**src/design/owrb_pkg.sv**
```systemverilog
// ---------------------------------------------------------------------------
// owrb_pkg: shared types and constants for the overwrite ring store
// Request codes, the internal command word, record layout and the
// configuration register set used by every module of the block.
// ---------------------------------------------------------------------------
package owrb_pkg;

	localparam int TS_W     = 32;
	localparam int SMP_W    = 32;
	localparam int MV_W     = 16;
	localparam int DROP_W   = 32;
	localparam int BUDGET_W = 2;
	localparam int THR_W    = 12;
	localparam int REQ_W    = 2;

	localparam logic [REQ_W-1:0] REQ_PUSH  = 2'd0;
	localparam logic [REQ_W-1:0] REQ_DRAIN = 2'd1;
	localparam logic [REQ_W-1:0] REQ_CLEAR = 2'd2;

	localparam int APB_AW    = 4;
	localparam int APB_DW    = 32;
	localparam int REG_IDX_W = 2;

	localparam logic [REG_IDX_W-1:0] REG_NORMAL  = 2'd0;
	localparam logic [REG_IDX_W-1:0] REG_BOOSTED = 2'd1;
	localparam logic [REG_IDX_W-1:0] REG_THRESH  = 2'd2;

	localparam logic [BUDGET_W-1:0] NORMAL_RST  = 2'd1;
	localparam logic [BUDGET_W-1:0] BOOSTED_RST = 2'd2;
	localparam logic [THR_W-1:0]    THRESH_RST  = 12'd50;
	localparam logic [BUDGET_W-1:0] BUDGET_MAX  = 2'd2;

	localparam int QDEPTH = 4;
	localparam int QAW    = 2;
	localparam int QCW    = 3;

	typedef enum logic [1:0] {
		OP_PUSH,
		OP_DRAIN,
		OP_CLEAR
	} cmd_op_t;

	typedef struct packed {
		logic [TS_W-1:0]  ts;
		logic [SMP_W-1:0] smp;
		logic [MV_W-1:0]  mv;
	} rec_t;

	typedef struct packed {
		cmd_op_t op;
		rec_t    rec;
		logic    link_ready;
	} cmd_t;

	typedef struct packed {
		logic [BUDGET_W-1:0] normal_batches;
		logic [BUDGET_W-1:0] boosted_batches;
		logic [THR_W-1:0]    boost_threshold;
	} cfg_t;

	typedef struct packed {
		logic              batch_end;
		logic              pass_end;
		logic [DROP_W-1:0] dropped;
	} meta_t;

endpackage

```
**src/design/owrb_queue.sv**
```systemverilog
// ---------------------------------------------------------------------------
// owrb_queue: command queue
// Short first-in first-out buffer between the intake and the executor.
// ---------------------------------------------------------------------------
module owrb_queue import owrb_pkg::*; (
	input  logic clk,
	input  logic arst_n,
	input  logic push_vld,
	input  cmd_t push_cmd,
	output logic push_rdy,
	output logic pop_vld,
	output cmd_t pop_cmd,
	input  logic pop_rdy
);

	cmd_t           slot_q [QDEPTH];
	logic [QAW-1:0] wr_q;
	logic [QAW-1:0] rd_q;
	logic [QCW-1:0] cnt_q;
	logic           do_push;
	logic           do_pop;

	assign push_rdy = cnt_q != QCW'(QDEPTH);
	assign pop_vld  = cnt_q != '0;
	assign pop_cmd  = slot_q[rd_q];
	assign do_push  = push_vld && push_rdy;
	assign do_pop   = pop_vld && pop_rdy;

	always_ff @(posedge clk or negedge arst_n) begin
		if (!arst_n) begin
			wr_q  <= '0;
			rd_q  <= '0;
			cnt_q <= '0;
		end else begin
			if (do_push) begin
				wr_q <= wr_q + 1'b1;
			end
			if (do_pop) begin
				rd_q <= rd_q + 1'b1;
			end
			cnt_q <= cnt_q + QCW'(do_push) - QCW'(do_pop);
		end
	end

	always_ff @(posedge clk) begin
		if (do_push) begin
			slot_q[wr_q] <= push_cmd;
		end
	end

endmodule

```
**config.mk**
```make
export PLATFORM = sky130hd
export DESIGN_NAME = owrb_queue
export DESIGN_NICKNAME = d
export VERILOG_FILES = /design/src/design/owrb_pkg.sv /design/src/design/owrb_queue.sv
export SDC_FILE = /design/constraint.sdc
export NUM_CORES = 1
export LEC_CHECK = 0
export BUFFER_PORTS_ARGS = -buffer_cell sky130_fd_sc_hd__buf_2
export CAP_MARGIN = 40
export CORE_ASPECT_RATIO = 0.7
export CORE_MARGIN = 5
export CORE_UTILIZATION = 57
export DETAILED_ROUTE_END_ITERATION = 12
export GPL_ROUTABILITY_DRIVEN = 0
export PLACE_DENSITY = 0.8
export SLEW_MARGIN = 20
export SYNTH_ARGS = -nofsm -noshare
export SYNTH_HDL_FRONTEND = slang
export SYNTH_SLANG_ARGS = --single-unit
```
**constraint.sdc**
```tcl
create_clock -name clk -period 3.55 [get_ports clk]
set_clock_uncertainty 0.15 [all_clocks]
set_input_delay 0.5325 -clock clk [delete_from_list [all_inputs] [get_ports clk]]
set_output_delay 0.5325 -clock clk [all_outputs]
set_load 0.005 [all_outputs]
```
# Yosys cells after proc, flatten, opt, wreduce, memory -nomap -nowiden
# Memories as Yosys holds them, arrays and structs flattened.
# Index checks and enable logic that the tools add are counted.
dict set report word_totals {
  ff_bits 7
  ram_bits 332
  in_bits 87
  output_inout_bits 85
  n_memories 1
}
# memory depth width read_ports rd_ports_with_merged_regs wr line
set memory_table {}
lappend memory_table {slot_q 4 83 1 0 1 owrb_queue.sv:16} ;# cmd_t slot_q [QDEPTH];
dict set report classes {
  n_addsub 4
  n_eq_ne 1
  muxes 2
  reduce_logical 3
}
# op count
set op_table {}
lappend op_table {{$add 2x1->2 const B} 2}
lappend op_table {{$add 3x1->3} 1}
lappend op_table {{$ne 3x3->1 const B} 1}
lappend op_table {{$reduce_bool 3->1} 1}
lappend op_table {{$sub 3x1->3} 1}
lappend op_table {{$logic_and 1x1->1} 2}
lappend op_table {{$mux 1} 2}

# Depth between registers and ports, before layout
dict set report logic_depth {
  word_depth 4
  ltp_mapped 9
  ltp_nobuf 9
}

# Least setup slack after synthesis
# OpenSTA, ideal clock, no wires.
dict set report synth_path {
  kind {register to register}
  from {register cnt_q[2]}
  to {memory slot_q[0][0] (netlist bit), enable pin}
  setup_ns 0.451
  arrival_ns 2.676
  slack_ns 0.272
  stages_incl_launch_ff 3
  path_buffers 0
  synth_period_minus_slack_ns 3.278
  cell_sequence {dfrtp_1 -> nor3b_1 -> and3b_1}
}
dict set report synth_between {
  elab_chain_cells 4
}
# element line
set synth_rtl {}
lappend synth_rtl {{start: declaration} owrb_queue.sv:19} ;# logic [QCW-1:0] cnt_q;
lappend synth_rtl {{start signal: assignment} owrb_queue.sv:41} ;# cnt_q <= cnt_q + QCW'(do_push) - QCW'(do_pop);
lappend synth_rtl {{$ne 3x3->1} owrb_queue.sv:23} ;# assign push_rdy = cnt_q != QCW'(QDEPTH);
lappend synth_rtl {{$logic_and 1x1->1} owrb_queue.sv:26} ;# assign do_push = push_vld && push_rdy;
lappend synth_rtl {{$mux 1} owrb_queue.sv:46} ;# if (do_push) begin
lappend synth_rtl {{$mux 1 (implied by the code)} owrb_queue.sv:47} ;# slot_q[wr_q] <= push_cmd;
lappend synth_rtl {{end: declaration} owrb_queue.sv:16}
# No other way between the ends.

==> out/qor.yml <==
status:
  run_status: "complete, no violations"
logic_synthesis:
  synth_cells: 475
  synth_warnings: 0
  synth.avg_cell_area_sq_um: 26.3
  netlist_area_sq_mm: 0.0125
  synth_nets: 569
  seq_area_frac_synth_pct: 81.2
  synth-seq-cells: 339
  synth_cell_type_count: 22
power_and_ir_drop:
  combPwrFrac_pct: 26.0
  power.total_uw: 12400
  seq_power_share_pct: 45.3
  switchingPower_uw: 3260
  intPower_uw: 9160
  p_per_area_mw_per_mm2: 839
  sw_frac_of_total_pct: 26.3
  p_clk_share_pct: 28.7
  vdd_drop_max_v: 0.000649
  leakage_uw: 0.00507
worst_hold_path:
  min_from: "push_cmd[56]"
  hold_class: "in -> reg"
  min_to: "slot_q[3][56]$_DFFE_PP_"
  min_path_cells: 1
worst_setup_path:
  endpoint_kind: "output pin"
  arrival_ns: 2.35
  reg2reg_depth: 9
  rr_endpoint: "cnt_q[2]$_DFF_PN0_"
  worstPathRequired_ns: 2.87
  path_max_fanout: 47
  r2r_slack_ns: 0.74
  crit_type: "reg -> out"
  r2r_start: "cnt_q[1]$_DFF_PN0_"
  cp-start-kind: "register"
detailed_routing:
  wl_per_cell_microns: 23.4
  drcViolationCount: 0
  first_iter_violations: 400
  wl_microns: 22800
  viasPerCell: 5.78
  vias: 5651
  route.antenna.remaining_nets: 0
  drtPass1Iterations: 4
clock_tree:
  clk-insertion-delay-late_ns: 0.53
  clock-root-buffer: "clkbuf_16"
  cts_tree: "built"
  clk_pin_slew_worst_paths_ns: 0.06
  post-cts-setup-buffers: 0
  cts_resized: 0
  clockBufferDepth: 3
  clock-sinks: 339
  ctsHoldBuffers: 1
  cts_max_level: 1
  cts_inserted_buffers: 30
global_route:
  first_global_vias: 5982
  grt_pass1_wl_microns: 35000
  grt_max_degree: 51
  antenna_found_initial: 5
  grt_use_total_pct: 18.2
  grt_remaining_overflow: 0
run:
  maxCapViolations: 0
cells_and_area:
  drive_gt1_share_pct: 45.5
  diodes: 0
  syn2layout_area_growth_pct: 18.4
  num-nets-final: 766
die:
  ios: 172
  fp.dieH_microns: 134
  dieArea_sq_mm: 0.0250
  die_w_microns: 187
  start_util_pct: 57.8
  placementRows: 45
  core_sq_mm: 0.0216
timing:
  layout_worst_path_cycle_share_pct: 85.5
  setup-tns-final_ns: 0
  tightest_slew_ns: 0.782
  maxSlewViolCount: 0
  min_period_ns: 3.04
  hold_viol: 0
  rsz0062_at_grt: "no"
  slew-limit-headroom_pct: 47.8
  fmax_mhz: 329
  finalSetupViolations: 0
placed_design:
  dp_hpwl_microns: 14400
  port_buffers: 171
sequential cells by signal, summed over array words and instances, names as in the netlist:
signal  cells
cnt_q       3
rd_q        2
slot_q    332
wr_q        2
cell usage after synthesis, drive strengths merged:
library cell / count / area, sq um
mux4: 83 / 1870
o211ai: 2 / 15.0
fa: 1 / 20.0
nor3b: 1 / 7.51
o31a: 1 / 8.76
ha: 6 / 75.1
clkbuf: 2 / 7.51
and3b: 4 / 35.0
nand2b: 4 / 25.0
o311ai: 1 / 8.76
edfxtp: 332 / 9970
xor2: 1 / 8.76
nand4bb: 2 / 22.5
nand2: 1 / 3.75
dfrtp: 7 / 175
buf: 17 / 189
xnor2: 3 / 26.3
or3: 1 / 6.26
inv: 6 / 22.5
cells by family (layout without fill, tap and decap cells):
kind of cell,count (synthesis),after routing,share of synthesized area (%)
AOI/OAI and AO/OA,4,4,0.260
xor gates and xnor gates,4,4,0.280
adders and majority gates,7,7,0.761
buffers and inverters,25,245,1.75
DFF,339,339,81.2
muxes,83,83,15.0
and+or+nand+nor,13,13,0.801
worst max path at each step:
stage                        start                      to  slack, ns  cells past startpoint
6_report       rd_q[0]$_DFFE_PN0P_             pop_cmd[78]       0.51                      3
5_1_grt        rd_q[0]$_DFFE_PN0P_             pop_cmd[59]       0.35                      3
4_1_cts        rd_q[0]$_DFFE_PN0P_             pop_cmd[59]       0.46                      3
3_5_place_dp    cnt_q[1]$_DFF_PN0_      cnt_q[2]$_DFF_PN0_       0.76                      9
3_3_place_gp    cnt_q[1]$_DFF_PN0_      cnt_q[2]$_DFF_PN0_       0.97                      9
2_1_floorplan   cnt_q[2]$_DFF_PN0_  slot_q[0][0]$_DFFE_PP_       0.27                      2
routing by layer:
layer  GRT usage, %  wire [microns]  part of all wire, %  vias up
met1           26.0            9790                   43     2937
met2           29.1           10800                   47      213
met5              0              47                 0.21        -
met3           4.86            1750                  7.7       46
met4           3.53             480                  2.1       10
li1               -               -                    -     2445
cell type report:
type / instances / area (sq um)
clock inverters: 20 / 317
well taps: 282 / 353
flip-flops and latches: 339 / 10200
fillers: 1342 / 6820
repair buffers: 184 / 1020
multi-input cells: 111 / 2150
inverters: 6 / 22.5
clock buffers: 35 / 791
worst max-delay path, stage by stage, from the launching register on:
cell and delay (ns):
dfrtp_4 0.62, buf_12 0.37, mux4_2 0.60, buf_2 0.15
layout by cell type (no fill, tap or decap), types with 5 or more instances in the layout:
master	Yosys	final
buf_12	6	5
buf_2	7	171
buf_4	3	7
bufinv_16	0	9
clkbuf_16	0	31
clkinv_1	0	7
dfrtp_1	7	5
edfxtp_1	332	332
ha_1	6	6
inv_1	6	6
mux4_2	83	83
stage by stage:
stage / std cells / util, % / instance area [sq um] / hold slack [ns] / worst slack (ns)
CTS: 977 / 68.5 / 14800 / 0.0276 / 0.458
detailed placement: 921 / 63.3 / 13700 / 0.227 / 0.757
floorplan: 475 / - / 12500 / 0.0869 / 0.272
global route: 977 / 68.5 / 14800 / 0.0356 / 0.345
global placement: 921 / 63.3 / 13700 / 0.221 / 0.971
finish: 977 / 68.5 / 14800 / 0.0540 / 0.514
power by group through the flow:
stage	clock network (uW)	logic (uW)	registers [uW]
2_1_floorplan	0	2230	5540
6_report	3560	3230	5630
3_3_place_gp	0	3230	5650
4_1_cts	3630	3320	5650
5_1_grt	3800	3510	5700
3_5_place_dp	0	3290	5730
(Power assumes the default switching activity.)
