$ cat config.mk
export PLATFORM = sky130hd
export DESIGN_NAME = owrb_front_flat
export DESIGN_NICKNAME = d
export VERILOG_FILES = /design/src/design/owrb_pkg.sv /design/src/design/owrb_req_if.sv /design/src/design/owrb_front.sv /design/src/flat_wrapper.sv
export SDC_FILE = /design/constraint.sdc
export NUM_CORES = 1
export LEC_CHECK = 0
export BUFFER_PORTS_ARGS = -buffer_cell sky130_fd_sc_hd__buf_2
export CAP_MARGIN = 10
export CORE_MARGIN = 2
export CORE_UTILIZATION = 41
export CTS_CLUSTER_SIZE = 10
export DETAILED_ROUTE_END_ITERATION = 12
export MAX_ROUTING_LAYER = met4
export PLACE_DENSITY = 0.86
export SLEW_MARGIN = 20
export SYNTH_ARGS = -nofsm -noshare
export SYNTH_HDL_FRONTEND = slang
export SYNTH_SLANG_ARGS = --single-unit
$ cat constraint.sdc
create_clock -name clk -period 2 [get_ports clk]
set_clock_uncertainty 0.1 [all_clocks]
set_input_delay 0.2 -clock clk [delete_from_list [all_inputs] [get_ports clk]]
set_output_delay 0.2 -clock clk [all_outputs]
set_load 0.05 [all_outputs]
$ cat src/design/owrb_pkg.sv
// ---------------------------------------------------------------------------
// owrb_pkg: shared types and constants for the overwrite ring store
// Request codes, the internal command word, record layout and the
// configuration register set used by every module of the block.
// ---------------------------------------------------------------------------
package owrb_pkg;

	localparam int TS_W     = 32;
	localparam int SMP_W    = 32;
	localparam int MV_W     = 16;
	localparam int DROP_W   = 32;
	localparam int BUDGET_W = 2;
	localparam int THR_W    = 12;
	localparam int REQ_W    = 2;

	localparam logic [REQ_W-1:0] REQ_PUSH  = 2'd0;
	localparam logic [REQ_W-1:0] REQ_DRAIN = 2'd1;
	localparam logic [REQ_W-1:0] REQ_CLEAR = 2'd2;

	localparam int APB_AW    = 4;
	localparam int APB_DW    = 32;
	localparam int REG_IDX_W = 2;

	localparam logic [REG_IDX_W-1:0] REG_NORMAL  = 2'd0;
	localparam logic [REG_IDX_W-1:0] REG_BOOSTED = 2'd1;
	localparam logic [REG_IDX_W-1:0] REG_THRESH  = 2'd2;

	localparam logic [BUDGET_W-1:0] NORMAL_RST  = 2'd1;
	localparam logic [BUDGET_W-1:0] BOOSTED_RST = 2'd2;
	localparam logic [THR_W-1:0]    THRESH_RST  = 12'd50;
	localparam logic [BUDGET_W-1:0] BUDGET_MAX  = 2'd2;

	localparam int QDEPTH = 4;
	localparam int QAW    = 2;
	localparam int QCW    = 3;

	typedef enum logic [1:0] {
		OP_PUSH,
		OP_DRAIN,
		OP_CLEAR
	} cmd_op_t;

	typedef struct packed {
		logic [TS_W-1:0]  ts;
		logic [SMP_W-1:0] smp;
		logic [MV_W-1:0]  mv;
	} rec_t;

	typedef struct packed {
		cmd_op_t op;
		rec_t    rec;
		logic    link_ready;
	} cmd_t;

	typedef struct packed {
		logic [BUDGET_W-1:0] normal_batches;
		logic [BUDGET_W-1:0] boosted_batches;
		logic [THR_W-1:0]    boost_threshold;
	} cfg_t;

	typedef struct packed {
		logic              batch_end;
		logic              pass_end;
		logic [DROP_W-1:0] dropped;
	} meta_t;

endpackage

$ cat src/design/owrb_req_if.sv
// ---------------------------------------------------------------------------
// owrb_req_if: request channel
// Valid/ready channel carrying one request word with its record fields.
// ---------------------------------------------------------------------------
interface owrb_req_if import owrb_pkg::*; ();
	logic              valid;
	logic              ready;
	logic [REQ_W-1:0]  req_type;
	logic [TS_W-1:0]   in_timestamp;
	logic [SMP_W-1:0]  in_sample;
	logic [MV_W-1:0]   in_battery_mv;
	logic              link_ready;

	modport source (
		output valid, req_type, in_timestamp, in_sample, in_battery_mv, link_ready,
		input  ready
	);
	modport sink (
		input  valid, req_type, in_timestamp, in_sample, in_battery_mv, link_ready,
		output ready
	);
endinterface

$ cat src/design/owrb_front.sv
// ---------------------------------------------------------------------------
// owrb_front: request intake
// Accepts request words, decodes them into commands and drops unused codes.
// ---------------------------------------------------------------------------
module owrb_front import owrb_pkg::*; (
	input  logic        clk,
	input  logic        arst_n,
	owrb_req_if.sink    req,
	output logic        cmd_vld,
	output cmd_t        cmd,
	input  logic        cmd_rdy
);

	logic    vld_s1;
	cmd_t    cmd_s1;
	logic    take;
	logic    known;
	cmd_op_t op;

	assign req.ready = !vld_s1 || cmd_rdy;
	assign take      = req.valid && req.ready;
	assign cmd_vld   = vld_s1;
	assign cmd       = cmd_s1;

	always_comb begin
		op    = OP_PUSH;
		known = 1'b1;
		unique case (req.req_type)
			REQ_PUSH:  op = OP_PUSH;
			REQ_DRAIN: op = OP_DRAIN;
			REQ_CLEAR: op = OP_CLEAR;
			default:   known = 1'b0;
		endcase
	end

	always_ff @(posedge clk or negedge arst_n) begin
		if (!arst_n) begin
			vld_s1 <= 1'b0;
		end else if (take) begin
			vld_s1 <= known;
		end else if (cmd_rdy) begin
			vld_s1 <= 1'b0;
		end
	end

	always_ff @(posedge clk) begin
		if (take) begin
			cmd_s1.op         <= op;
			cmd_s1.rec.ts     <= req.in_timestamp;
			cmd_s1.rec.smp    <= req.in_sample;
			cmd_s1.rec.mv     <= req.in_battery_mv;
			cmd_s1.link_ready <= req.link_ready;
		end
	end

endmodule

$ cat src/flat_wrapper.sv
// flat-port wrapper written by rule: the top's interface ports become plain ports
module owrb_front_flat import owrb_pkg::*;
  (clk, arst_n, cmd_vld, cmd, cmd_rdy, req_valid, req_req_type, req_in_timestamp, req_in_sample, req_in_battery_mv, req_link_ready, req_ready);
  owrb_req_if req_i ();
  input  logic clk;
  input  logic arst_n;
  output logic cmd_vld;
  output cmd_t cmd;
  input  logic cmd_rdy;
  input wire logic [$bits(req_i.valid)-1:0] req_valid;
  input wire logic [$bits(req_i.req_type)-1:0] req_req_type;
  input wire logic [$bits(req_i.in_timestamp)-1:0] req_in_timestamp;
  input wire logic [$bits(req_i.in_sample)-1:0] req_in_sample;
  input wire logic [$bits(req_i.in_battery_mv)-1:0] req_in_battery_mv;
  input wire logic [$bits(req_i.link_ready)-1:0] req_link_ready;
  output wire logic [$bits(req_i.ready)-1:0] req_ready;
  assign req_i.valid = req_valid;
  assign req_i.req_type = req_req_type;
  assign req_i.in_timestamp = req_in_timestamp;
  assign req_i.in_sample = req_in_sample;
  assign req_i.in_battery_mv = req_in_battery_mv;
  assign req_i.link_ready = req_link_ready;
  assign req_ready = req_i.ready;
  owrb_front u_core (.clk(clk), .arst_n(arst_n), .req(req_i), .cmd_vld(cmd_vld), .cmd(cmd), .cmd_rdy(cmd_rdy));
endmodule
### Word level (Yosys, flattened, before mapping)

Cells that the tools add are included.

* bits in registers: 84
* input bits: 87
* output and inout bits: 85
* word-level logic and storage cells: 18

* equal/unequal tests: 2
* mux-type cells: 4
* reductions and logical operators: 6

Operators with widths (number)
* 2-bit case mux with 2 select lines: 1
* 1-bit 2-to-1 mux: 3
* 3-bit OR reduction: 1
* 2-bit by 1-bit == test with 1-bit output (second input constant): 1
* 2-bit == test (second input constant): 1
* 2-bit zero test: 1
* 2-bit nonzero test: 1
* 1-bit logical AND: 1
* 1-bit zero test: 1
* 1-bit logical OR: 1

### Depth between registers and ports, before layout

Gate-level depths: netlist of the first run.

* depth after elaboration: 4
* gate-level depth with buffers: 2
* mapped depth without buffers: 2

### Least setup slack after synthesis of the first run

No wires, ideal clock.

* path type: flip-flop to flip-flop
* start: register u_core.vld_s1 (netlist: u_core.cmd_vld)
* end: register u_core.cmd_s1 (netlist bit u_core.cmd[0]), enable pin
* arrival: 1.542 ns
* slack: -0.025 ns
* stages on the path, launching flop included: 3
* path buffers: 0
* cells stage by stage: dfrtp_1 > nand2b_4 > and2_4

* word-level cells in the longest chain between the ends: 3

Ends and longest elaborated chain
* start: declaration: line owrb_front.sv:14 `logic vld_s1;`
* start signal: assignment: line owrb_front.sv:40 `vld_s1 <= known;`
* 1-bit zero test: line owrb_front.sv:20 `assign req.ready = !vld_s1 || cmd_rdy;`
* 1-bit logical OR: line owrb_front.sv:20
* net req_ready: line flat_wrapper.sv:16 `output wire logic [$bits(req_i.ready)-1:0] req_ready;`
* 1-bit logical AND: line owrb_front.sv:21 `assign take = req.valid && req.ready;`
* net u_core.take: line owrb_front.sv:16 `logic take;`
* end: declaration: line owrb_front.sv:15 `cmd_t cmd_s1;`

The timed path passes the listed nets, and every way through them passes these cells.
A chain may end at the register's enable or synchronous reset.

### Final worst setup path of the first run

* start: register u_core.vld_s1 (netlist: u_core.cmd_vld)
* end: register u_core.cmd_s1 (netlist bit u_core.cmd[76]), enable pin

* word-level cells in the longest chain between the ends: 3

Ends and longest elaborated chain (line)
* 1-bit zero test: owrb_front.sv:20
* 1-bit logical OR: owrb_front.sv:20
* 1-bit logical AND: owrb_front.sv:21
* net u_core.take: owrb_front.sv:16

The timed path passes the listed nets, and every way through them passes these cells.

==> results of run 1 <==
[report_power, final]
group	total [mW]	internal [mW]	leakage [nW]	switching [mW]
Combinational	0.734	0.240	1.05	0.494
Clock	1.16	0.613	0.0947	0.547
Sequential	2.09	2.06	0.806	0.0282
Total	3.98	2.91	1.95	1.07
[layout by cell type, fill, tap and decap left out, drive strengths merged]
cell type,count
nand2,1
nand2b,1
clkinv,1
bufinv,1
dlygate4sd3,82
nor2b,2
edfxtp,83
a21bo,1
and2,1
buf,172
dfrtp,1
clkbuf,14
[metal layers]
layer  up-vias  global-route usage (%)  wire length, um
met5         -                       -                0
met3        15                   6.064              533
li1        889                       -                -
met2       122                   36.22             3666
met4         0                   9.389              176
met1       901                   23.08             2587
[logic make-up (layout without fill, tap and decap cells)]
logic type             after synthesis  after routing  share of synthesized area (%)
DFF                                 84             84                          98.10
buffers and inverters                0            270                              0
and+or+nand+nor                      5              5                          1.511
AOI/OAI and AO/OA                    1              1                         0.3901
[sequential cells by signal, indices dropped and copies added, names as in the netlist]
signal	count
u_core.cmd	83
u_core.cmd_vld	1
[tightest hold or removal path, delay by kind of cell]
kind	cells	cell delay, ps
simple gates	2	160
buf+inv	1	70
[path summary, 6_finish.rpt]
check                                            from                         end  slack [ps]  depth (start not counted)
max reg2reg                u_core.cmd_vld$_DFFE_PN0P_    u_core.cmd[76]$_DFFE_PP_         510                          3
min                                           cmd_rdy  u_core.cmd_vld$_DFFE_PN0P_          40                          3
min in group asynchronous                      arst_n  u_core.cmd_vld$_DFFE_PN0P_          70                          2
max                        u_core.cmd_vld$_DFFE_PN0P_    u_core.cmd[76]$_DFFE_PP_         510                          3
max in group asynchronous                      arst_n  u_core.cmd_vld$_DFFE_PN0P_        1630                          2
min reg2reg                u_core.cmd_vld$_DFFE_PN0P_  u_core.cmd_vld$_DFFE_PN0P_         440                          2
[area by class of cell]
cell class	count	area share [%]
repair buffers	254	37.32
well taps	75	2.064
multi-input cells	6	1.073
clock inverters	2	0.7707
flip-flops and latches	84	55.41
clock buffers	14	3.358
[metrics by stage]
stage / power (mW) / hold WS (ps) / worst slack, ps / cell area [um^2] / util [%]
after floorplan: 2.536 / -195.6 / 84.93 / 2567 / -
after global placement: 2.716 / -124.9 / 578.6 / 3537 / 59.04
after detailed placement: 2.731 / -123.3 / 546.8 / 3537 / 59.04
after CTS: 3.985 / 28.74 / 527.7 / 4546 / 75.88
after global routing: 4.121 / 28.36 / 473.8 / 4546 / 75.88
final: 3.983 / 35.81 / 510.5 / 4546 / 75.88
[timing repair]
item / CTS / global route
hold endpoints to repair: 82 / 0
hold buffers: 82 / 0
resized for setup: 0 / 0
==> results.md, run 1 <==
- Setup repair after global routing left no endpoint under its margin.
- The slowest cell on the critical path is dfrtp_2.
- The detailed router finished its first iteration with 118 violations.
- In this run the horizontal extent of the chip is 83.12 um.
- The largest driver fanout on the critical path is 83.
- The hold violation count in the final report came to 0.
- After global routing the overflow that remains totals 0.
- In this run the vertical extent of the chip is 83.12 um.
- Measured against its own limit, the worst slew margin works out to 71.75%.
- In this run the standard cell core region covers 0.005991 mm^2.
- The transition time at the pin with the least slew margin is 423.8 ps.
- The number of port buffers is 171.
- Summed over all cells, the static leakage comes to 1.953 nW.
- The signal on the critical path passes through nand2b_4, and2_4, buf_12.
- The first-pass detailed-route iteration total is 4.
- By startpoint and endpoint, the worst setup path is classified as reg -> reg.
- The root buffer cell chosen for the clock tree is clkbuf_8.
- The startpoint type of the worst setup path is a flip-flop.
- IR analysis of the VDD net gives a maximum drop of 0.5816 mV.
- The largest total area in the synthesized netlist belongs to edfxtp_1.
- In this run the mean area of a mapped cell was 28.51 um^2.
- The clock tree from TritonCTS is done.
- The area growth from synthesis to final layout is 77.13%.
- Pin placement for this block handled 172 I/O pins.
- Counting along the longest clock path gives a buffer depth of 2.
- Yosys printed 0 warnings.
- At the worst endpoint, the arrival time is 1380 ps.
- By area the synthesized netlist is led by edfxtp_1 (97%), dfrtp_1 (0.98%), nand2b_4 (0.54%).
- The number of buffers inserted by post-CTS setup repair is 0.
- Counting instances in the post-synthesis netlist gives the leading cell types as edfxtp_1 (83), nor2b_1 (2).
- The most frequently used flop master after synthesis is edfxtp_1.
- In the final layout, the share of cells above drive strength 1 is 51.94%.
- The number of antenna violations at the first check in global routing is 0.
- The kind of cell with the highest combined delay along the critical path is flip-flops.
- The total CTS buffers is 9.
- The highest clock rate is 671.4 MHz.
- The final-report max-slew violation count was 0.
- The total track usage is 21.21%.
- The run finished with clean final reports.
- In this run the power density over the cells is 876.3 mW/mm^2.
- The footprint of the flip-flops and latches is 0.002519 mm^2.
- The number of global-route vias before repair is 2124.
- Entering global routing, the biggest net connects 84 pins.
- The total setup violations reported at the end of the flow is 0.
- The number of flip-flops and latches in the synthesized netlist is 84.
- The synthesized netlist contains 7 unique library cells.
- The later pin in the worst-skew pair is clocked with a latency of 340 ps.
- The number of diodes added for antenna fixing is 0.
- Max-cap violations in this run came to 0.
- After detailed placement, the design holds a cell count of 337.
- Summing all multi-input logic gate instances after layout gives 48.80 um^2.
- The first global-routing pass estimated 10650 um of wire.
- The area share of the largest cell type after synthesis is 97.12%.
- The final clock period utilization by the worst path is 74.47%.
- The total die area is 0.006908 mm^2.
- On the worst path, the slowest cell contributes a delay of 430 ps.
- Using the TritonRoute via totals, the vias-per-cell ratio works out to 4.430.
- The area of the mapped netlist is 0.002566 mm^2.
- The net count after synthesis is 177.
- The post-layout net count is 442.
- edfxtp_1 is the most common cell in the netlist.
- The number of synthesized flops with an enable pin is 83.
- The number of fill cells is 359.
- The final RePlAce weighted congestion is 0.7482.
- Once the floorplan was initialized, standard cells occupied 42.84% of the core.
- The wire length per cell is 16.01 um.
- The remaining number of nets flagged by the antenna check after routing is 0.
- The kind of end point of the critical path is a flip-flop.
- The final cell count without fillers is 435.
- For this run, design rule violations remaining after detail routing come to 0.
- The clock period could shrink to 1489 ps.
- After synthesis, flip-flops and latches occupy 98.10% of the total area.
- The worst hold path class is in -> reg.
- Clock-pin slew was measured on the worst setup and hold paths at 80 ps.
- The TritonCTS sink count is 84.
- The final wirelength is 6964 um.
- The total negative setup slack is 0 ps.
- The total number of vias is 1927.
- At the worst endpoint, the required time is 1890 ps.
- Counting flops with an async set or reset pin after synthesis yields a share of 1.190%.
- The number of buffers and inverters on the critical path is 1.
- In the synthesized netlist, the number of instances is 90.
- The maximum level of the CTS H-tree is 3.
- The floorplan has 28 rows.
No activity file was read; power rests on OpenSTA's default activity.
==> run 2: changes to the inputs <==
- clock period: 2 -> 1.5 ns (I/O delays scaled with it)
==> run 2 against run 1 <==
Net effect: die area unchanged; sequential power up 33%; register-to-register slack got worse by 320 ps; critical endpoint is now u_core.cmd_vld$_DFFE_PN0P_; largest power group unchanged.
==> results.md, run 2 (same netlist as run 1, synthesis figures left out) <==
- The number of global-route vias before repair is 2204 (+3.8%).
- The static leakage power came to 1.964 nW (+0.61%).
- The maximum level of the CTS H-tree is 3 (unchanged).
- The post-layout minimum cycle time is 1439 ps.
- The largest voltage drop on the vdd net is 0.6885 mV (+18%).
- The total track usage was 22.34% (+1.1 points).
- The standard-cell row count is 28 (unchanged).
- The most common cell after layout, fill and taps aside is buf_2.
- The first-pass detailed-route iteration total is 4 (unchanged).
- The clock latency reported for the late side of the worst-skew pair came to 330 ps (about the same).
- The transition time at the pin with the least slew margin came to 279.1 ps (-144.7 ps).
- The vias per cell was 4.412 (-0.40%).
- The max-capacitance violation count is 0 (unchanged).
- The number of flip-flops in the largest register came to 83 (unchanged).
- The worst path arrival time is 1610 ps (+230 ps).
- The starting utilization of the core area is 42.84% (unchanged).
- The remaining number of nets flagged by the antenna check after routing is 0 (unchanged).
- The die width is 83.12 um (unchanged).
- The number of fill cells is 357 (-0.56%).
- The HPWL after detailed placement is 4267 um.
- In the layout the commonest cells are buf_2 (171), dlygate4sd3_1 (85), edfxtp_1 (83), clkbuf_8 (9), clkinv_1 (4).
- The worst path required time is 1670 ps (-220 ps).
- The number of top-level pins is 172 (unchanged).
- The number of antenna violations at the first check in global routing is 0 (unchanged).
- The clock-pin slew reported for the worst setup and hold paths after clock tree synthesis is 80 ps (about the same).
- The iteration-0 DRC count of the detailed router was 93 (-21%).
- The final-report max-slew violation count is 0 (unchanged).
- The number of remaining DRC errors is 0 (unchanged).
- The worst-case clock buffer depth is 2 (unchanged).
- The total die area is 0.006908 mm^2 (unchanged).
- The maximum number of pins on one net before global-route repair is 29 (-65%).
- The number of port buffers was 171 (unchanged).
- The number of diodes added for antenna fixing is 0 (unchanged).
- The worst setup path is of the in -> reg kind.
- The total CTS buffers was 9 (unchanged).
- Setup repair after global routing left no endpoint under its margin.
- The worst setup timing slack at the placement stage was 215.8 ps (-331.0 ps).
- The fraction of layout instances using a drive strength above 1 came to 51.37% (-0.57 points).
- The final RePlAce weighted congestion is 0.7464 (-0.24%).
- The standard cell core area came to 0.005991 mm^2 (unchanged).
- The relative slew slack was 81.52% (+9.8 points).
- From synthesis to final layout, the design area changed by 78.30%.
- The total grt overflow is 0 (unchanged).
- The total number of vias is 1937 (+0.52%).
- The hold violation count in the final report is 0 (unchanged).
- The TritonCTS sink count is 84 (unchanged).
- The tree is rooted in a clkbuf_8.
- The startpoint type of the worst setup path is a primary input.
- The wire length per cell is 16.32 um (+1.9%).
- The power density normalized to cell area is 1107 mW/mm^2 (+26%).
- The final clock period utilization by the worst path is 95.96%.
- The worst hold path belongs to the class in -> async.
- TritonCTS built the clock tree.
- The floorplan die height came to 83.12 um (unchanged).
- The post-layout net count is 447 (+1.1%).
- The largest driver fanout on the critical path is 3 (-96%).
- The smallest setup slack after layout came to 60.62 ps (-449.9 ps).
- The post-cts gate resize count is 0 (unchanged).
- The final wirelength is 7164 um (+2.9%).
- The flow ran to the end, and the final reports show no timing, DRC or antenna violations.
- The kind of end point of the critical path is a flip-flop.
- The total setup violations reported at the end of the flow is 0 (unchanged).
- The power consumption came to 5.067 mW (+27%).
- The first-pass GRT wire length was 11210 um (+5.2%).
- The highest clock rate is 694.7 MHz.
[run 2: cell types whose count changed in the layout (fill, tap and decap cells not counted)]
cell           before  now
bufinv_16           1    0
buf_12              1    3
clkbuf_1            4    1
clkinv_1            0    4
dlygate4sd3_1      82   85
clkbuf_8           10    9
[run 2: layer usage]
| layer | global-route usage [%] | wire length (um) | vias up |
|---|---|---|---|
| met4 | 9.538 | 193 | 0 |
| met5 | - | 0 | - |
| met1 | 23.75 | 2611 | 900 |
| met3 | 6.660 | 525 | 16 |
| li1 | - | - | 897 |
| met2 | 38.71 | 3834 | 124 |
[run 2: stage by stage]
stage          hold WS, ps  cells  util (%)  TNS (ps)  cell area, um^2
6_report             13.63    439     76.38         0             4576
5_1_grt              14.01    439     76.38         0             4576
4_1_cts             0.1216    439     76.38         0             4576
3_5_place_dp        -168.9    339     59.71         0             3577
3_3_place_gp        -175.0    339     59.71         0             3577
2_1_floorplan       -245.6     90         -    -34450             2567
[run 2: critical path, stage by stage]
cell,delay [ps]
dlygate4sd3_1,540
buf_2,140
a21bo_1,190
nand2_1,60
dlygate4sd3_1,540
[run 2: repair_timing]
action	in CTS	in global routing
hold buffers	85	0
endpoints found under the hold margin	84	0
buffers inserted	0	0
[run 2: final timing paths]
path                                            startpoint                          to  slack, ps  depth (start not counted)
worst max-delay path                       req_req_type[1]  u_core.cmd_vld$_DFFE_PN0P_         60                          5
worst min-delay path                                arst_n  u_core.cmd_vld$_DFFE_PN0P_         10                          2
worst max register to register  u_core.cmd_vld$_DFFE_PN0P_  u_core.cmd_vld$_DFFE_PN0P_        190                          3
worst min register to register  u_core.cmd_vld$_DFFE_PN0P_    u_core.cmd[48]$_DFFE_PP_        860                          3
max in group asynchronous                           arst_n  u_core.cmd_vld$_DFFE_PN0P_       1190                          2
min in group clk                           req_req_type[0]    u_core.cmd[82]$_DFFE_PP_         30                          2
[run 2: area by class of cell]
class / count / area, um^2 / share of cell area (%)
Sequential cell: 84 / 2519 / 55.05
Timing Repair Buffer: 259 / 1767 / 38.61
Clock buffer: 10 / 127.6 / 2.789
Tap cell: 75 / 93.84 / 2.051
Multi-Input combinational cell: 6 / 48.80 / 1.066
Clock inverter: 5 / 20.02 / 0.4375
[run 2: report_power, final]
part	internal (mW)	total (mW)	switching, mW
clock network	0.568	1.27	0.706
registers	2.75	2.79	0.0379
logic	0.342	1.01	0.665
total	3.66	5.07	1.41
==> run 3: changes to the inputs <==
- PLACE_DENSITY: 0.86 -> unset
- PLACE_DENSITY_LB_ADDON: unset -> 0.12
==> run 3 against run 2 <==
Net effect: combinational power about the same; worst setup slack worse by 8.8 ps; sequential share of layout area decreased by 0.79 points; register-to-register slack worse by 40 ps; wire length shrank 9.6%; sequential power hardly changed; total power grew 7.5%; fmax is 0.61% lower; first-iteration DRC count is 11% lower; count of clock-buffer cells in the layout stayed put; largest power group unchanged; highest routed layer unchanged.
==> results.md, run 3 (same netlist as run 1, synthesis figures left out) <==
- The power density normalized to cell area is 1174 mW/mm^2 (+6.0%).
- The vias per cell is 4.292 (-2.7%).
- Among cell families on the critical path, the largest total delay comes from buffers and inverters.
- The iteration-0 DRC count of the detailed router was 83 (-11%).
- The die width came to 83.12 um (unchanged).
- The path class of the tightest hold or removal check is in -> reg.
- The clock latency reported for the late side of the worst-skew pair came to 340 ps (about the same).
- The smallest setup slack after layout came to 51.79 ps (-8.833 ps).
- The slack of the worst reg-to-reg path is 150 ps (-40 ps).
- The transition time at the pin with the least slew margin is 274.7 ps (-4.429 ps).
- The count of placed standard cells including taps is 339 (unchanged).
- The clock-pin slew reported for the worst setup and hold paths after clock tree synthesis is 80 ps (about the same).
- The multi-input combinational cell area is 48.80 um^2 (unchanged).
- The standard cell core area is 0.005991 mm^2 (unchanged).
- The startpoint identified for the worst hold timing path is req_valid.
- STA classifies the critical path endpoint as a flip-flop.
- The final wirelength is 6475 um (-9.6%).
- The total grt overflow was 0 (unchanged).
- The worst path arrival time is 1620 ps (about the same).
- The starting utilization of the core area is 42.84% (unchanged).
- The hold violation count in the final report was 0 (unchanged).
- The wire length per cell was 14.65 um (-10%).
- The footprint of the flip-flops and latches is 0.002519 mm^2 (unchanged).
- The static leakage power came to 1.992 nW (+1.4%).
- The number of port buffers came to 171 (unchanged).
- The clock tree from TritonCTS is done.
- The fraction of the core area covered by cells at the end of the flow came to 77.49% (+1.1 points).
- The standard-cell row count is 28 (unchanged).
- The max-capacitance violation count is 0 (unchanged).
- The number of antenna violations at the first check in global routing is 0 (unchanged).
- The final RePlAce weighted congestion is 0.7396 (-0.91%).
- The met2 track utilization from global routing is 31.45% (-7.3 points).
- The largest voltage drop on the vdd net came to 0.8253 mV (+20%).
- After global routing, the most crowded layer is met2.
- The number of global-route vias before repair is 2036 (-7.6%).
- The post-layout minimum cycle time is 1448 ps (+8.833 ps).
- The number of buffer and inverter stages on the critical path is 3 (unchanged).
- The post-cts gate resize count is 0 (unchanged).
- The final-report max-slew violation count is 0 (unchanged).
- In this run the critical register-to-register path is captured at u_core.cmd[47]$_DFFE_PP_.
- The first-pass detailed-route iteration total is 4 (unchanged).
- The cell at the root of the clock tree is clkbuf_8.
- The remaining number of nets flagged by the antenna check after routing came to 0 (unchanged).
- The HPWL after detailed placement came to 3854 um (-9.7%).
- The met3 capacity usage during global routing is 5.964% (-0.70 points).
- The total setup violations reported at the end of the flow was 0 (unchanged).
- The worst hold endpoint is u_core.cmd[22]$_DFFE_PP_.
- The flow ran to the end, and the final reports show no timing, DRC or antenna violations.
- The number of diodes added for antenna fixing is 0 (unchanged).
- The worst-case clock buffer depth was 2 (unchanged).
- The most common cell after layout, fill and taps aside is buf_2.
- The met1 track demand over resource came to 22.39% (-1.4 points).
- The TritonCTS sink count was 84 (unchanged).
- The worst hold path was traced through 3 stages.
- The fraction of layout instances using a drive strength above 1 is 51.50% (+0.13 points).
- Setup repair after global routing left no endpoint under its margin.
- The largest driver fanout on the critical path is 3 (unchanged).
- The worst path required time is 1680 ps (about the same).
- The final cell count without fillers is 442 (+0.68%).
- The number of remaining DRC errors is 0 (unchanged).
- The number of cells traversed by the worst register-to-register path was 3 (unchanged).
- Leaving out fill and tap cells, the most frequent cells in the layout are buf_2 (171), dlygate4sd3_1 (87), edfxtp_1 (83), clkbuf_8 (9), clkinv_1 (3).
- The delay of the slowest critical-path stage is 540 ps (about the same).
- The maximum level of the CTS H-tree is 3 (unchanged).
- The startpoint type of the worst setup path is a primary input.
- The final instance area is 0.004642 mm^2 (+1.4%).
- The total CTS buffers is 9 (unchanged).
- The final clock period utilization by the worst path is 96.55% (+0.59 points).
- The smallest hold slack was 347.6 ps (+333.9 ps).
- The worst setup timing slack at the placement stage is 188.4 ps (-27.48 ps).
- Traced cell by cell, the critical path runs through dlygate4sd3_1, buf_2, a21bo_1, nand2_1, dlygate4sd3_1.
- The first-pass GRT wire length is 9949 um (-11%).
- The number of fill cells was 372 (+4.2%).
- Counting stages on the worst path, the most repeated cell is dlygate4sd3_1.
- The total die area is 0.006908 mm^2 (unchanged).
- The total track usage is 19.59% (-2.8 points).
- The highest clock rate is 690.5 MHz (-0.61%).
- The power consumption is 5.447 mW (+7.5%).
- The area growth from synthesis to final layout is 80.89%.
- The number of top-level pins was 172 (unchanged).
- The total number of vias is 1897 (-2.1%).
- The relative slew slack is 81.81% (+0.29 points).
- The floorplan die height was 83.12 um (unchanged).
- The total negative setup slack is 0 ps (unchanged).
- The number of buffers inserted by post-CTS setup repair is 0 (unchanged).
- The number of flip-flops in the largest register is 83 (unchanged).
- The worst setup path is of the in -> reg kind.
- The slowest cell on the critical path is dlygate4sd3_1.
- The worst register-to-register path begins at u_core.cmd_vld$_DFFE_PN0P_.
- The post-layout net count came to 449 (+0.45%).
- The standard cell area after detailed placement is 0.003565 mm^2 (-0.35%).
- The maximum number of pins on one net before global-route repair is 37 (+28%).
## run 3: layer usage
metal / routed length, um / vias to the layer above
li1: - / 904
met3: 469 / 14
met2: 3352 / 114
met4: 158 / 0
met1: 2494 / 865
met5: 0 / -
## run 3: timing repair
item                                   4_1_cts  5_1_grt
setup endpoints to repair                    0        0
endpoints found under the hold margin       85        0
hold buffers                                87        0
## run 3: area by class of cell
cell class,count,area share [%]
tap,75,2.022
timing repair buffer,261,38.22
clock buffer,10,2.749
sequential,84,54.26
clock inverter,6,1.698
multi-input combinational,6,1.051
## run 3: worst min-delay path, stage by stage
cell,delay (ps)
buf_2,100
and2_4,180
buf_12,200
## run 3: worst max-delay path by stage
stage | startpoint | end | slack (ps) | cells after the start
final | req_req_type[1] | u_core.cmd_vld$_DFFE_PN0P_ | 50 | 5
after floorplan | u_core.cmd_vld$_DFFE_PN0P_ | u_core.cmd[0]$_DFFE_PP_ | -420 | 2
after global placement | u_core.cmd_vld$_DFFE_PN0P_ | u_core.cmd[72]$_DFFE_PP_ | 200 | 3
after CTS | cmd_rdy | req_ready | 110 | 4
after detailed placement | u_core.cmd_vld$_DFFE_PN0P_ | u_core.cmd[20]$_DFFE_PP_ | 190 | 3
after global routing | req_req_type[1] | u_core.cmd_vld$_DFFE_PN0P_ | 10 | 5
## run 3: power by group
part | switching (mW) | leakage (nW) | internal, mW
logic | 0.662 | 1.09 | 0.340
clock network | 0.747 | 0.0990 | 0.922
registers | 0.0306 | 0.806 | 2.75
total | 1.44 | 1.99 | 4.01
